$ cat config.mk
export PLATFORM = sky130hd
export DESIGN_NAME = severity_priority_queue
export DESIGN_NICKNAME = d
export VERILOG_FILES = /design/src/hdl/spq_pkg.sv /design/src/hdl/spq_front.sv /design/src/hdl/spq_engine.sv /design/src/hdl/severity_priority_queue.sv
export SDC_FILE = /design/constraint.sdc
export NUM_CORES = 1
export LEC_CHECK = 0
export BUFFER_PORTS_ARGS = -buffer_cell sky130_fd_sc_hd__buf_2
export CORE_MARGIN = 2
export CORE_UTILIZATION = 45
export CTS_CLUSTER_SIZE = 16
export DETAILED_ROUTE_END_ITERATION = 10
export SLEW_MARGIN = 10
export SYNTH_ARGS = -nofsm -noshare
export SYNTH_HDL_FRONTEND = slang
export SYNTH_SLANG_ARGS = --single-unit
$ cat constraint.sdc
create_clock -name clock -period 5.41 [get_ports clock]
set_input_delay 0.541 -clock clock [delete_from_list [all_inputs] [get_ports clock]]
set_output_delay 0.541 -clock clock [all_outputs]
set_load 0.02 [all_outputs]
$ cat src/hdl/spq_pkg.sv
// shared types and constants for the severity priority queue
package spq_pkg;

   localparam int DEPTH_DEFAULT = 32;

   localparam int SEV_W   = 6;
   localparam int AGE_W   = 8;
   localparam int POS_W   = 5;
   localparam int TOTAL_W = 6;

   typedef enum logic {
      OP_INSERT = 1'b0,
      OP_LIST   = 1'b1
   } op_type;

   typedef enum logic [1:0] {
      STATUS_ACCEPTED = 2'd0,
      STATUS_FULL     = 2'd1,
      STATUS_ENTRY    = 2'd2,
      STATUS_EMPTY    = 2'd3
   } status_type;

   typedef enum logic [1:0] {
      ST_IDLE,
      ST_CMP,
      ST_PLACE,
      ST_LIST
   } state_type;

   typedef struct packed {
      logic [SEV_W-1:0] sev;
      logic [AGE_W-1:0] age;
   } entry_type;

   typedef struct packed {
      op_type           op;
      logic [SEV_W-1:0] sev;
      logic [AGE_W-1:0] age;
   } cmd_type;

endpackage

$ cat src/hdl/spq_front.sv
// front end: takes request items, decodes them and holds them in a two-entry queue
module spq_front (
   input  logic                        clock,
   input  logic                        reset,
   input  logic                        req_valid,
   output logic                        req_ready,
   input  logic                        req_kind,
   input  logic [spq_pkg::SEV_W-1:0]   req_severity,
   input  logic [spq_pkg::AGE_W-1:0]   req_age,
   output logic                        cmd_valid,
   output spq_pkg::cmd_type            cmd,
   input  logic                        cmd_pop
);

   spq_pkg::cmd_type q_ff [2];
   logic             wr_ptr_ff, wr_ptr_in;
   logic             rd_ptr_ff, rd_ptr_in;
   logic [1:0]       fill_ff, fill_in;
   logic             push;
   spq_pkg::cmd_type new_cmd;

   assign req_ready = (fill_ff != 2'd2);
   assign push      = req_valid & req_ready;
   assign cmd_valid = (fill_ff != 2'd0);
   assign cmd       = q_ff[rd_ptr_ff];

   always_comb begin
      new_cmd.op  = spq_pkg::op_type'(req_kind);
      new_cmd.sev = req_severity;
      new_cmd.age = req_age;
      wr_ptr_in   = push ? ~wr_ptr_ff : wr_ptr_ff;
      rd_ptr_in   = cmd_pop ? ~rd_ptr_ff : rd_ptr_ff;
      fill_in     = fill_ff + {1'b0, push} - {1'b0, cmd_pop};
   end

   always_ff @(posedge clock) begin
      if (reset) begin
         wr_ptr_ff <= 1'b0;
         rd_ptr_ff <= 1'b0;
         fill_ff   <= 2'd0;
      end else begin
         wr_ptr_ff <= wr_ptr_in;
         rd_ptr_ff <= rd_ptr_in;
         fill_ff   <= fill_in;
      end
   end

   always_ff @(posedge clock) begin
      if (push) begin
         q_ff[wr_ptr_ff] <= new_cmd;
      end
   end

endmodule

$ cat src/hdl/spq_engine.sv
// back end: sorted entry memory, insert shifting, listing and the result register
module spq_engine #(
   parameter int DEPTH = spq_pkg::DEPTH_DEFAULT
) (
   input  logic                          clock,
   input  logic                          reset,
   input  logic                          cmd_valid,
   input  spq_pkg::cmd_type              cmd,
   output logic                          cmd_pop,
   output logic                          rsp_valid,
   input  logic                          rsp_ready,
   output logic [1:0]                    rsp_status,
   output logic [spq_pkg::POS_W-1:0]     rsp_position,
   output logic [spq_pkg::SEV_W-1:0]     rsp_out_severity,
   output logic [spq_pkg::AGE_W-1:0]     rsp_out_age,
   output logic [spq_pkg::TOTAL_W-1:0]   rsp_entry_total,
   output logic                          rsp_last
);

   localparam int AW = $clog2(DEPTH);
   localparam int CW = $clog2(DEPTH + 1);
   localparam logic [CW-1:0] COUNT_FULL = CW'(DEPTH);

   spq_pkg::entry_type mem [DEPTH];
   spq_pkg::entry_type rd_data_ff;
   spq_pkg::entry_type wr_data;
   logic               rd_en, wr_en;
   logic [CW-1:0]      rd_sel, wr_sel;
   logic [AW-1:0]      rd_addr, wr_addr;

   spq_pkg::state_type state_ff, state_in;
   logic [CW-1:0]      count_ff, count_in;
   logic [CW-1:0]      slot_ff, slot_in;
   logic [CW-1:0]      idx_ff, idx_in;
   logic [spq_pkg::SEV_W-1:0] sev_ff, sev_in;
   logic [spq_pkg::AGE_W-1:0] age_ff, age_in;

   logic [CW-1:0]      count_inc, count_dec, slot_m1, slot_m2, idx_inc;
   logic [CW+spq_pkg::TOTAL_W-1:0] total_now_wide, total_inc_wide;
   logic [CW+spq_pkg::POS_W-1:0]   pos_wide;

   logic                           rsp_valid_ff, rsp_valid_in;
   spq_pkg::status_type            rsp_status_ff, ld_status;
   logic [spq_pkg::POS_W-1:0]      rsp_position_ff, ld_position;
   logic [spq_pkg::SEV_W-1:0]      rsp_sev_ff, ld_sev;
   logic [spq_pkg::AGE_W-1:0]      rsp_age_ff, ld_age;
   logic [spq_pkg::TOTAL_W-1:0]    rsp_total_ff, ld_total;
   logic                           rsp_last_ff, ld_last;
   logic                           out_load, out_free;

   assign count_inc = count_ff + 1'b1;
   assign count_dec = count_ff - 1'b1;
   assign slot_m1   = slot_ff - 1'b1;
   assign slot_m2   = slot_ff - CW'(2);
   assign idx_inc   = idx_ff + 1'b1;

   assign total_now_wide = {{spq_pkg::TOTAL_W{1'b0}}, count_ff};
   assign total_inc_wide = {{spq_pkg::TOTAL_W{1'b0}}, count_inc};
   assign pos_wide       = {{spq_pkg::POS_W{1'b0}}, idx_ff};

   assign rd_addr  = rd_sel[AW-1:0];
   assign wr_addr  = wr_sel[AW-1:0];
   assign out_free = ~rsp_valid_ff | rsp_ready;

   always_comb begin
      state_in    = state_ff;
      count_in    = count_ff;
      slot_in     = slot_ff;
      idx_in      = idx_ff;
      sev_in      = sev_ff;
      age_in      = age_ff;
      cmd_pop     = 1'b0;
      rd_en       = 1'b0;
      rd_sel      = '0;
      wr_en       = 1'b0;
      wr_sel      = slot_ff;
      wr_data     = rd_data_ff;
      out_load    = 1'b0;
      ld_status   = spq_pkg::STATUS_ACCEPTED;
      ld_position = '0;
      ld_sev      = '0;
      ld_age      = '0;
      ld_total    = total_now_wide[spq_pkg::TOTAL_W-1:0];
      ld_last     = 1'b1;

      case (state_ff)
         spq_pkg::ST_IDLE: begin
            if (cmd_valid) begin
               if (cmd.op == spq_pkg::OP_INSERT) begin
                  if (count_ff == COUNT_FULL) begin
                     if (out_free) begin
                        cmd_pop   = 1'b1;
                        out_load  = 1'b1;
                        ld_status = spq_pkg::STATUS_FULL;
                     end
                  end else begin
                     cmd_pop = 1'b1;
                     sev_in  = cmd.sev;
                     age_in  = cmd.age;
                     slot_in = count_ff;
                     if (count_ff == '0) begin
                        state_in = spq_pkg::ST_PLACE;
                     end else begin
                        rd_en    = 1'b1;
                        rd_sel   = count_dec;
                        state_in = spq_pkg::ST_CMP;
                     end
                  end
               end else begin
                  if (count_ff == '0) begin
                     if (out_free) begin
                        cmd_pop   = 1'b1;
                        out_load  = 1'b1;
                        ld_status = spq_pkg::STATUS_EMPTY;
                     end
                  end else begin
                     cmd_pop  = 1'b1;
                     idx_in   = '0;
                     rd_en    = 1'b1;
                     rd_sel   = '0;
                     state_in = spq_pkg::ST_LIST;
                  end
               end
            end
         end

         // shift entries of strictly lower severity down, one per cycle
         spq_pkg::ST_CMP: begin
            if (rd_data_ff.sev < sev_ff) begin
               wr_en   = 1'b1;
               wr_sel  = slot_ff;
               wr_data = rd_data_ff;
               slot_in = slot_m1;
               if (slot_m1 != '0) begin
                  rd_en  = 1'b1;
                  rd_sel = slot_m2;
               end else begin
                  state_in = spq_pkg::ST_PLACE;
               end
            end else begin
               state_in = spq_pkg::ST_PLACE;
            end
         end

         spq_pkg::ST_PLACE: begin
            if (out_free) begin
               wr_en       = 1'b1;
               wr_sel      = slot_ff;
               wr_data.sev = sev_ff;
               wr_data.age = age_ff;
               count_in    = count_inc;
               out_load    = 1'b1;
               ld_status   = spq_pkg::STATUS_ACCEPTED;
               ld_total    = total_inc_wide[spq_pkg::TOTAL_W-1:0];
               state_in    = spq_pkg::ST_IDLE;
            end
         end

         spq_pkg::ST_LIST: begin
            if (out_free) begin
               out_load    = 1'b1;
               ld_status   = spq_pkg::STATUS_ENTRY;
               ld_position = pos_wide[spq_pkg::POS_W-1:0];
               ld_sev      = rd_data_ff.sev;
               ld_age      = rd_data_ff.age;
               ld_last     = (idx_inc == count_ff);
               if (idx_inc == count_ff) begin
                  state_in = spq_pkg::ST_IDLE;
               end else begin
                  idx_in = idx_inc;
                  rd_en  = 1'b1;
                  rd_sel = idx_inc;
               end
            end
         end

         default: begin
            state_in = spq_pkg::ST_IDLE;
         end
      endcase

      rsp_valid_in = out_load | (rsp_valid_ff & ~rsp_ready);
   end

   always_ff @(posedge clock) begin
      if (reset) begin
         state_ff     <= spq_pkg::ST_IDLE;
         count_ff     <= '0;
         rsp_valid_ff <= 1'b0;
      end else begin
         state_ff     <= state_in;
         count_ff     <= count_in;
         rsp_valid_ff <= rsp_valid_in;
      end
   end

   always_ff @(posedge clock) begin
      slot_ff <= slot_in;
      idx_ff  <= idx_in;
      sev_ff  <= sev_in;
      age_ff  <= age_in;
      if (out_load) begin
         rsp_status_ff   <= ld_status;
         rsp_position_ff <= ld_position;
         rsp_sev_ff      <= ld_sev;
         rsp_age_ff      <= ld_age;
         rsp_total_ff    <= ld_total;
         rsp_last_ff     <= ld_last;
      end
   end

   // entry memory: one write port, one registered read port
   always_ff @(posedge clock) begin
      if (wr_en) begin
         mem[wr_addr] <= wr_data;
      end
      if (rd_en) begin
         rd_data_ff <= mem[rd_addr];
      end
   end

   assign rsp_valid        = rsp_valid_ff;
   assign rsp_status       = rsp_status_ff;
   assign rsp_position     = rsp_position_ff;
   assign rsp_out_severity = rsp_sev_ff;
   assign rsp_out_age      = rsp_age_ff;
   assign rsp_entry_total  = rsp_total_ff;
   assign rsp_last         = rsp_last_ff;

endmodule

$ cat src/hdl/severity_priority_queue.sv
// top level of the severity priority queue
//
// req channel (valid/ready): kind 0 inserts an entry (severity, age), kind 1
// lists the table. items go into a two-entry queue, so the requester can run
// ahead of the table engine by two items.
// rsp channel (valid/ready): an insert gives one item, status accepted with
// the new total, or status full when DEPTH entries are held (table unchanged).
// a list gives one item per held entry in descending severity, equal
// severities in arrival order, with last set on the final one; an empty
// table gives a single empty item.
// an insert compares upward from the bottom of the table, moving each entry of
// lower severity down one slot, then places the new entry and loads its result;
// a full rejection or an empty list loads its result straight from idle. a list
// gives one item per cycle while the receiver takes them. the entry memory has a
// single read and a single write port; an insert shifts one entry per cycle.
// reset empties the table; memory contents need no clearing.
// a stalled receiver holds the result register; the engine waits and the
// request queue fills, after which req_ready drops.
module severity_priority_queue #(
   parameter int DEPTH = spq_pkg::DEPTH_DEFAULT
) (
   input  logic                          clock,
   input  logic                          reset,
   input  logic                          req_valid,
   output logic                          req_ready,
   input  logic                          req_kind,
   input  logic [spq_pkg::SEV_W-1:0]     req_severity,
   input  logic [spq_pkg::AGE_W-1:0]     req_age,
   output logic                          rsp_valid,
   input  logic                          rsp_ready,
   output logic [1:0]                    rsp_status,
   output logic [spq_pkg::POS_W-1:0]     rsp_position,
   output logic [spq_pkg::SEV_W-1:0]     rsp_out_severity,
   output logic [spq_pkg::AGE_W-1:0]     rsp_out_age,
   output logic [spq_pkg::TOTAL_W-1:0]   rsp_entry_total,
   output logic                          rsp_last
);

   logic             cmd_valid;
   logic             cmd_pop;
   spq_pkg::cmd_type cmd;

   spq_front u_front (
      .clock        (clock),
      .reset        (reset),
      .req_valid    (req_valid),
      .req_ready    (req_ready),
      .req_kind     (req_kind),
      .req_severity (req_severity),
      .req_age      (req_age),
      .cmd_valid    (cmd_valid),
      .cmd          (cmd),
      .cmd_pop      (cmd_pop)
   );

   spq_engine #(
      .DEPTH (DEPTH)
   ) u_engine (
      .clock            (clock),
      .reset            (reset),
      .cmd_valid        (cmd_valid),
      .cmd              (cmd),
      .cmd_pop          (cmd_pop),
      .rsp_valid        (rsp_valid),
      .rsp_ready        (rsp_ready),
      .rsp_status       (rsp_status),
      .rsp_position     (rsp_position),
      .rsp_out_severity (rsp_out_severity),
      .rsp_out_age      (rsp_out_age),
      .rsp_entry_total  (rsp_entry_total),
      .rsp_last         (rsp_last)
   );

endmodule

==> key figures <==
Status
  • Outcome: complete, no violations

Global route
  • GRT Total Usage: 23.0%
  • Initial antenna violation count: 2
  • Vias in the first global route: 14.0k
  • First-pass GRT wire length: 92000 um
  • Gr ovfl total: 0
  • Largest net degree at the start of global routing: 112

Floorplanning
  • Die Y: 232 um
  • Die area: 0.0539 mm2
  • Core outline area: 0.0514 mm2
  • Initial core utilization: 45.6%
  • Top-level I/O count: 49
  • Die Span X: 232 um
  • Rows: 83

Power
  • Switching Fraction: 34.0%
  • Psw: 4.72 mW
  • Int Pwr: 9.16 mW
  • Leak: 9.06 nW
  • Pwr per Cell Area: 524 mW/mm2
  • Gate power share: 28.5%
  • Clock network power share: 28.7%
  • Pwr Total: 13.9 mW
  • Max VDD drop: 0.304 mV
  • Reg power frac: 42.8%

Drt
  • Post-DR vias/cell: 5.92
  • DR vias: 14.3k
  • Routed WL: 61700 um
  • Post-route ant nets: 0
  • DR iter-0 viols: 1537
  • Wire length per cell: 25.5 um
  • Pre-Repair DR Iteration Count: 6
  • Residual DRC: 0

Run
  • Max-Cap Viols: 0

Clock tree
  • Postcts setup bufs: 0
  • Total CTS buffers: 56
  • Max Root-Sink Buffers: 3
  • H-tree depth: 2
  • Worst skew pair latency: 0.63 ns
  • Post_cts resized: 0
  • Reg clk slew, reported paths: 0.06 ns
  • CTS tree: yes
  • Hold_buf cts: 0
  • CTS Sinks: 560
  • Root Driver: clkbuf_16

Worst setup path
  • CP max-delay cell: o21a_2
  • Critical Path RT: 5.88 ns
  • Critical path type: flip-flop to flip-flop
  • Crit path buf inv count: 2
  • CP top delay family: compound AO/OA/AOI/OAI gates
  • Data arrival, critical path: 5.16 ns
  • Slowest stage delay, CP: 0.63 ns
  • Critical Path Start: u_engine.state_ff[1]
  • CP cell instances: inv_1 -> ha_1 -> o2111ai_1 -> o21a_2 -> a21oi_4 -> buf_4 -> nand2_1 -> a31oi_1 -> a2bb2oi_1 -> and4_1
  • Worst R2R Start: u_engine.state_ff[1]
  • CP Capture Type: flip-flop
  • Critical path launch point type: flip-flop
  • Critical-path maximum fanout: 40

Final layout
  • Area Growth Syn to Fin: 13.0%
  • Sequential Area: 0.0167 mm2
  • Post-route cell area: 0.0265 mm2
  • NumNets Final: 1732
  • Layout Cells excl Fill: 2422
  • Final core utilization: 51.5%
  • Area of the multi-input gates: 0.00624 mm2
  • Share of layout cells above drive strength 1: 15.5%
  • FILL cells: 4303

Timing
  • Slew Limit Fails: 0
  • RSZ-0062 raised after global routing: false
  • Slew headroom: 29.5%
  • Worst slew pin tran: 1.06 ns
  • Final Setup Violations: 0
  • Final Hold Viols: 0
  • Max Fclk: 213 MHz
  • Fin crit share: 86.8%
  • Setup TNS: 0 ns
  • Minimum clock period: 4.69 ns
  • Layout Skew: 0.0347 ns

Synth
  • Ys flop type: edfxtp_1
  • Gate Count Post-Synth: 1639
  • Sequential area share after synthesis: 71.2%
  • Mapped Area: 0.0234 mm2
  • Yosys Warn Count: 0
  • Most common cell in the netlist: edfxtp_1
  • Ys async rst share: 0%
  • Mapped Nets: 1679
  • Top post-synthesis cells by area: edfxtp_1 70%, mux2i_1 2.9%, a211oi_1 2.8%
  • Top cells by count, synth: 546 x edfxtp_1, 147 x nor2_1, 138 x nand2_1, 87 x a211oi_1, 69 x mux2i_1
  • Area leader, netlist: edfxtp_1
  • Top cell type's share of synthesized area: 70.0%
  • Post-synth EDFFs: 546
  • Syn_area_per_cell: 14.3 um2
  • Synth Register Bits: 560
  • Synth cell types: 66

Place
  • Post-Place Cells: 2314
  • Port Buffers: 48
  • Gpl congestion: 0.878
  • Cell Area, Placed: 0.0246 mm2
  • Post-DP HPWL: 37100 um

Min path
  • Min-delay src: req_age[5]
  • HP Class: input port to flip-flop
==> routing by layer <==
metal / share of wire (%) / global-route usage (%)
met1: 43 / 32.1
met2: 47 / 36.9
met3: 7.1 / 3.93
met4: 2.8 / 7.31
met5: 0.029 / 0
==> sequential cells by signal (all words and copies together), names as in the netlist, 5 cells and up, named ones only <==
name	cells
u_engine.rsp_entry_total	6
u_engine.slot_ff	6
u_engine.idx_ff	6
u_engine.sev_ff	6
u_engine.rsp_out_severity	6
u_engine.mem	448
u_engine.rd_data_ff	14
u_engine.rsp_position	5
u_engine.rsp_out_age	8
u_front.q_ff	30
u_engine.count_ff	6
u_engine.age_ff	8
==> final cells by class <==
class                      instances  area share, %
sequential                       560           63.0
multi-input combinational        944           23.6
clock buffer                      66           5.63
tap                              680           3.21
timing repair buffer             110           2.76
clock inverter                    40           1.55
inverter                          20          0.284
antenna                            2         0.0189
==> power by group through the flow <==
stage | Sequential (mW) | Combinational (mW) | Clock [mW]
after global routing | 5.96 | 4.25 | 4.21
after CTS | 5.93 | 3.95 | 4.05
final | 5.93 | 3.96 | 3.98
after detailed placement | 6.02 | 3.94 | 0
after global placement | 6.01 | 3.90 | 0
after floorplan | 6.06 | 2.37 | 0
==> cells in the final DEF (no fill, tap or decap), types with 30 or more instances in the layout <==
master / count
buf_2: 48
buf_4: 60
clkbuf_16: 58
edfxtp_1: 546
a21oi_1: 67
a31oi_1: 67
nor2_1: 145
mux2i_1: 69
a211oi_1: 85
mux2_2: 42
nand2_1: 138
o211ai_1: 30
==> metrics by stage <==
step / worst slack [ns] / hold slack (ns)
2_1_floorplan: 1.37 / 0.479
3_3_place_gp: 0.846 / 0.495
3_5_place_dp: 0.764 / 0.508
4_1_cts: 0.758 / 0.0675
5_1_grt: 0.476 / 0.0868
6_report: 0.716 / 0.106
==> path summary, 6_finish.rpt <==
path	slack, ns	cells after the start	endpoint
max reg2reg	0.72	10	u_engine.rd_data_ff[9]
max	0.72	10	u_engine.rd_data_ff[9]
min reg2reg	0.52	2	u_engine.state_ff[0]
min	0.11	1	u_front.q_ff[1][5]
==> cell families after synthesis <==
family                   Yosys count  share of synthesized area [%]
adder cells (fa/ha/maj)           21                           1.12
buffers and inverters            135                           2.58
multiplexers                     111                           4.97
AO/OA/AOI/OAI                    351                           10.5
flip-flops                       560                           71.2
XOR/XNOR                          33                           1.23
AND/OR/NAND/NOR                  428                           8.38
Power figures use the tool's default switching activity.
